$ cat src/sbpm_pkg.sv
// Shared types, widths and CORDIC constants for the stereo bin phase masker.
// Used by every module of the block; depends on nothing.
package sbpm_pkg;

  localparam int PART_W    = 24;  // complex part width
  localparam int BIN_W     = 10;  // bin index width
  localparam int THR_W     = 17;  // phase threshold register width
  localparam int PHASE_W   = 16;  // phase in 1/65536 turn
  localparam int CFG_W     = 17;  // config write data, widest register
  localparam int CFG_IDX_W = 1;

  // CORDIC datapath: x/y carry the negated -2^23 plus gain growth, z spans
  // half a turn plus the summed angle table in 2^-24 turn units.
  localparam int XW        = 28;
  localparam int ZW        = 26;
  localparam int ITER      = 20;

  localparam int PH_STAGES  = ITER + 2;       // prep, iterations, phase
  localparam int PIPE_DEPTH = PH_STAGES + 1;  // plus decision/output register

  localparam int DEF_BIN_COUNT = 1024;

  localparam logic signed [ZW-1:0] HALF_TURN = ZW'(8388608);
  localparam logic signed [ZW-1:0] ROUND_BIAS = ZW'(128);
  localparam logic [PHASE_W-1:0]   QUARTER_TURN = PHASE_W'(16384);

  // atan(2^-i) in 2^-24 turn, rounded to nearest
  localparam int CORDIC_ANGLE [ITER] = '{
    2097152, 1238021, 654136, 332050, 166669, 83416, 41718, 20860,
    10430, 5215, 2608, 1304, 652, 326, 163, 81, 41, 20, 10, 5
  };

  typedef enum logic [CFG_IDX_W-1:0] {
    REG_PHASE_THRESHOLD = 1'b0,
    REG_CUTOFF_BIN      = 1'b1
  } cfg_reg_t;

  typedef struct packed {
    logic signed [XW-1:0] x;
    logic signed [XW-1:0] y;
    logic signed [ZW-1:0] z;
    logic                 zero;  // input vector was (0,0)
  } cordic_vec_t;

  typedef struct packed {
    logic signed [PART_W-1:0] left_real;
    logic signed [PART_W-1:0] left_imag;
    logic signed [PART_W-1:0] right_real;
    logic signed [PART_W-1:0] right_imag;
    logic [BIN_W-1:0]         bin_number;
  } bin_payload_t;

endpackage

$ cat src/sbpm_cordic_stage.sv
// One registered vectoring CORDIC micro-rotation with a fixed shift and angle.
// Depends on sbpm_pkg.
module sbpm_cordic_stage import sbpm_pkg::*; #(
  parameter int SHIFT = 0,
  parameter int ANGLE = CORDIC_ANGLE[0]
) (
  input  logic        clk,
  input  logic        en,
  input  cordic_vec_t vin,
  output cordic_vec_t vout
);

  cordic_vec_t vec_r, vec_nxt;
  logic signed [XW-1:0] dx, dy;

  always_comb begin
    dx = vin.x >>> SHIFT;
    dy = vin.y >>> SHIFT;
    vec_nxt.zero = vin.zero;
    if (vin.y < 0) begin
      vec_nxt.x = vin.x - dy;
      vec_nxt.y = vin.y + dx;
      vec_nxt.z = vin.z - ZW'(ANGLE);
    end else begin
      vec_nxt.x = vin.x + dy;
      vec_nxt.y = vin.y - dx;
      vec_nxt.z = vin.z + ZW'(ANGLE);
    end
  end

  always_ff @(posedge clk) begin
    if (en) begin
      vec_r <= vec_nxt;
    end
  end

  assign vout = vec_r;

endmodule

$ cat src/sbpm_phase.sv
// Pipelined phase unit: half-plane fold, twenty CORDIC stages, then rounding to
// a 16-bit turn fraction offset by a quarter turn. Depends on sbpm_pkg and
// sbpm_cordic_stage.
module sbpm_phase import sbpm_pkg::*; (
  input  logic                     clk,
  input  logic [PH_STAGES-1:0]     en,
  input  logic signed [PART_W-1:0] re,
  input  logic signed [PART_W-1:0] im,
  output logic [PHASE_W-1:0]       phase
);

  cordic_vec_t pre_r, pre_nxt;
  cordic_vec_t stg [ITER+1];
  logic signed [XW-1:0] re_x, im_x;
  logic signed [ZW-1:0] z_rnd;
  logic [PHASE_W-1:0]   phase_r, phase_nxt;

  // fold left half-plane onto the right, starting at half a turn
  always_comb begin
    re_x = XW'(re);
    im_x = XW'(im);
    pre_nxt.zero = (re == '0) && (im == '0);
    if (re < 0) begin
      pre_nxt.x = -re_x;
      pre_nxt.y = -im_x;
      pre_nxt.z = HALF_TURN;
    end else begin
      pre_nxt.x = re_x;
      pre_nxt.y = im_x;
      pre_nxt.z = '0;
    end
  end

  always_ff @(posedge clk) begin
    if (en[0]) begin
      pre_r <= pre_nxt;
    end
  end

  assign stg[0] = pre_r;

  for (genvar i = 0; i < ITER; i++) begin : g_iter
    sbpm_cordic_stage #(
      .SHIFT (i),
      .ANGLE (CORDIC_ANGLE[i])
    ) u_stage (
      .clk  (clk),
      .en   (en[i+1]),
      .vin  (stg[i]),
      .vout (stg[i+1])
    );
  end

  // bits 23:8 of the rounded angle; whole turns above bit 23 drop out
  always_comb begin
    z_rnd = stg[ITER].z + ROUND_BIAS;
    if (stg[ITER].zero) begin
      phase_nxt = QUARTER_TURN;
    end else begin
      phase_nxt = z_rnd[23:8] + QUARTER_TURN;
    end
  end

  always_ff @(posedge clk) begin
    if (en[PH_STAGES-1]) begin
      phase_r <= phase_nxt;
    end
  end

  assign phase = phase_r;

endmodule

$ cat config.mk
export PLATFORM = sky130hd
export DESIGN_NAME = sbpm_phase
export DESIGN_NICKNAME = d
export VERILOG_FILES = /design/src/sbpm_pkg.sv /design/src/sbpm_cordic_stage.sv /design/src/sbpm_phase.sv
export SDC_FILE = /design/constraint.sdc
export NUM_CORES = 2
export LEC_CHECK = 0
export BUFFER_PORTS_ARGS = -buffer_cell sky130_fd_sc_hd__buf_2
export CELL_PAD_IN_SITES_DETAIL_PLACEMENT = 1
export CELL_PAD_IN_SITES_GLOBAL_PLACEMENT = 1
export CORE_ASPECT_RATIO = 1.5
export CORE_MARGIN = 2
export CORE_UTILIZATION = 47
export DETAILED_ROUTE_END_ITERATION = 10
export PLACE_DENSITY_LB_ADDON = 0.1
export SYNTH_ARGS = -nofsm -noshare
export SYNTH_HDL_FRONTEND = slang
export SYNTH_SLANG_ARGS = --single-unit
$ cat constraint.sdc
create_clock -name clk -period 4.2 [get_ports clk]
set_input_delay 0.21 -clock clk [delete_from_list [all_inputs] [get_ports clk]]
set_output_delay 0.21 -clock clk [all_outputs]
set_load 0.01 [all_outputs]
==> results by stage <==
Outcome:
- The run finished, with violations left.
- The checks that failed: setup timing.

Timing:
- Setup repair after global routing could not meet its margin everywhere.
- On the final layout, the worst clock skew is 0.03222 ns.
- Setup slack on the critical path of the routed design comes to -0.1293 ns.
- The ratio of final minimum period to clock period is 103.1%.
- The final-report hold violation count came to 0.
- Subtracting the final worst setup slack from the clock period gives 4.329 ns.
- In this run the tightest slew margin relative to its limit is 37.35%.
- For the pin with the worst max-slew slack, the measured transition is 0.9398 ns.
- The final-report setup violation count is 8.
- The achievable frequency is 0.2310 GHz.
- The max-slew violation count is 0.

Logic synthesis:
- The Yosys step of the flow raised 0 warnings.
- The cell area that synthesis handed to floorplanning was 124000 um^2.
- The number of enable flip-flop cells after synthesis is 1498.
- Yosys attributes the largest share of cell area to sky130_fd_sc_hd__edfxtp_1 (36%), sky130_fd_sc_hd__ha_1 (15%), sky130_fd_sc_hd__xnor2_1 (8.5%).
- Of the post-synthesis cell area, the part taken by muxes is 0.5178%.
- Of the total synthesized cell area, the portion taken by AND, OR, NAND and NOR gates is 14.28%.
- Of the total synthesized cell area, the portion taken by full adders, half adders and majority gates is 15.98%.
- Dividing the synthesized area by the synthesized cell count gives 9.658 um^2.
- By area, the combinational part of the netlist is dominated by compound AO/OA/AOI/OAI gates.
- The leading cell type by number of instances after synthesis is sky130_fd_sc_hd__ha_1.
- Summing the areas of all xor and xnor instances in the mapped netlist gives 12.75% of the synthesized area.
- The compound-cell area share of the yosys netlist is 17.84%.
- The most used flip-flop cell after synthesis is sky130_fd_sc_hd__edfxtp_1.
- The commonest cells after synthesis are sky130_fd_sc_hd__ha_1 (1502), sky130_fd_sc_hd__edfxtp_1 (1498), sky130_fd_sc_hd__a21oi_1 (1243).
- After technology mapping, the gate count stands at 12840.
- The netlist uses 101 different library cells.
- The number of flip-flops and latches in the synthesized netlist is 1498.
- After synthesis, flip-flops and latches occupy 36.29% of the total area.
- For this run, asynchronously set or reset flops after synthesis account for 0%.
- sky130_fd_sc_hd__edfxtp_1 takes more of the synthesized area than any other cell.
- The portion of synthesized cell area occupied by the leading cell type is 36.29%.

Critical path:
- Data on the critical path is required at its endpoint by 4.82 ns.
- The launch point of the critical path is g_iter[11].u_stage.vout[68].
- The endpoint of the most critical setup path is g_iter[12].u_stage.vout[54].
- The kind of capture point of the worst setup path is a flip-flop.
- The signal arrival time at the worst endpoint is 4.95 ns.
- The worst setup slack for register-to-register paths is -0.13 ns.
- The slowest stage of the critical path belongs to the cell sky130_fd_sc_hd__or4_4.
- The startpoint of the most critical register-to-register path is g_iter[11].u_stage.vout[68].
- The worst setup path is launched from a flip-flop.
- The endpoint identified for the worst register-to-register timing path is g_iter[12].u_stage.vout[54].
- The critical-path maximum fanout is 3.
- The signal on the critical path passes through inv_1 -> ha_2 -> nand2b_1 -> nor2_1 -> nand2_1 -> nor2_2 -> nand2_1 -> or4_4 -> and2_4 -> xor2_1 -> ha_1 -> nand3_2 -> nor2_2 -> o21a_1 -> o41a_1 -> o31ai_4 -> a21oi_2 -> and3b_2 -> o41ai_2 -> a21oi_1 -> xnor2_1.
- The setup path with the least slack is of type reg2reg.
- For the worst flop-to-flop path, the logic depth is 21.
- In this design, the stage delay of the slowest critical-path cell is 0.43 ns.

Route:
- The routed length on met1 is 141.3 mm.
- The final antenna-violating net count is 0.
- The number of DRC violations after detailed routing is 0.
- Wire segments on met3 add up to 9.078 mm in the final route.
- The pre-antenna-repair detailed-routing pass consisted of 5 iterations.
- For this block, the initial DRC count from the detailed router was 4436.
- In the routed layout, each cell is associated on average with a via count of 5.801.
- For this block, the via count after detailed routing is 105600.
- The topmost layer with routed signal wires is met4.
- The final routed wirelength across all metal layers is 416.0 mm.
- The total met2 wirelength after detailed routing is 232.5 mm.
- In the final routed layout, each cell accounts on average for 22.84 um.

Worst hold path:
- The min-delay analysis places its worst path in the category in2reg.
- In this run the most critical hold path is launched from en[0].

Final layout:
- The signed area change from the synthesized netlist to the final layout is 21.66%.
- The net total in the final layout is 16220.
- The share of cells above drive strength 1 is 18.60%.

Clock network:
- The number of clock buffers added by TritonCTS is 171.
- The cell sitting at the root of the clock tree is a sky130_fd_sc_hd__clkbuf_16.
- The number of clock sinks is 1498.
- At the later pin of the worst-skew pair, clock insertion delay measures 0.88 ns.
- The TritonCTS clock tree is yes.
- The clock transition at the registers of the reported paths is 0.07 ns.
- No sink is reached through more buffers than the 4 on the longest clock path.
- The number of levels in the clock H-tree is 4.

Placed design:
- The placed wire-length estimate after detailed placement is 334.4 mm.
- Timing analysis after detailed placement gives a worst setup slack of -0.4238 ns.
- In this run the tool buffered the top-level ports with 86 buffer cells.
- The congestion estimate from routability-driven global placement came to 0.9528.

Global routing:
- The global route total overflow is 0.
- The initial antenna violation count is 7.
- Entering global routing, the biggest net connects 66 pins.
- Global routing used 30.01% of the available tracks across all layers.
- The first global-routing pass estimated 637.9 mm of wire.
- The number of global-route vias before repair came to 115000.

Job:
- The tool flagged a number of max-cap violations equal to 0.

Floorplan:
- The floorplan die width is 423.3 um.
- The core outline area is 261900 um^2.
- The height of the die is 633.0 um.
- In this run the core area contains 230 standard-cell rows.
- The die covers 268000 um^2.
- Pin placement for this block handled 87 I/O pins.
- The initial utilization of the core area, before any placement, comes to 47.34%.
[cell families (layout without fill, tap and decap cells)]
kind of cell | count (synthesis) | count (layout)
other | 1 | 11
AOI/OAI and AO/OA | 3478 | 3478
and+or+nand+nor | 3668 | 3668
muxes | 60 | 60
buffers and inverters | 773 | 2658
xor gates and xnor gates | 1805 | 1805
adders and majority gates | 1553 | 1553
DFF | 1498 | 1498
[cell usage in the layout, fill, tap and decap left out, drive strengths merged, types with 96 or more instances in the layout]
| cell | instances |
|---|---|
| a21oi | 1252 |
| a21o | 474 |
| buf | 1661 |
| nand2b | 198 |
| nand2 | 684 |
| clkbuf | 198 |
| a31oi | 102 |
| nand3 | 229 |
| xnor2 | 1201 |
| o21bai | 133 |
| nor2b | 233 |
| or3 | 112 |
| xor2 | 604 |
| ha | 1502 |
| and3 | 145 |
| nor2 | 1241 |
| nor3 | 386 |
| edfxtp | 1498 |
| o21a | 216 |
| nor4 | 96 |
| inv | 598 |
| dlygate4sd3 | 101 |
| o21ai | 633 |
[routing by layer]
layer  up-vias  global-route usage, %
met5         -                      0
met4         0                  20.31
met3      1095                  2.691
met2      1685                  60.78
met1     52210                  27.79
li1      50650                      -
[critical path, delay by kind of cell (launching register included)]
family	cells	cell delay (ns)
and+or+nand+nor	10	1.65
AOI/OAI and AO/OA	6	1.14
adders and majority gates	2	0.54
DFF	1	0.41
xor gates and xnor gates	2	0.26
buffers and inverters	1	0.09
[flip-flops by register name, indices dropped and copies added (netlist names)]
signal               cells
pre_r                   58
phase                   16
g_iter.u_stage.vout   1424
[final cells by class]
| type | count | area (um^2) |
|---|---|---|
| diodes | 7 | 17.52 |
| clock buffers | 198 | 4466 |
| clock inverters | 101 | 949.7 |
| fillers | 29100 | 111100 |
| inverters | 597 | 2256 |
| multi-input cells | 10570 | 80270 |
| flip-flops and latches | 1498 | 44980 |
| well taps | 3480 | 4354 |
| repair buffers | 1762 | 13520 |
[metrics by stage]
step           hold slack [ns]  utilization [%]  std cells  setup TNS, ns  cell area, um^2
2_1_floorplan           0.3089                -      12840       -0.01481           124100
3_3_place_gp            0.4030            52.89      17590         -4.466           138500
3_5_place_dp            0.4089            52.89      17590         -14.19           138500
4_1_cts               0.006477            55.79      18030        -0.1026           146100
5_1_grt                0.07077            57.59      18210         -8.144           150800
6_report               0.04461            57.59      18210        -0.3451           150800
[worst min path at each step]
stage	cells after the start	slack, ns	to
2_1_floorplan	0	0.31	pre_r[24]
5_1_grt	2	0.07	pre_r[53]
6_report	2	0.04	pre_r[53]
4_1_cts	2	0.006	pre_r[53]
3_3_place_gp	0	0.40	g_iter[12].u_stage.vout[0]
3_5_place_dp	0	0.41	g_iter[10].u_stage.vout[2]
[what timing repair did]
item,CTS,global route
resized for setup,197,739
endpoints found under the hold margin,860,0
hold buffers,101,0
setup buffers,38,189
endpoints found under the setup margin,127,233
cloned,0,0
pin swaps,87,431
Power is left out: the tool's default activity adds up to more than one toggle a clock period on the data nets, which glitch-free logic cannot reach.
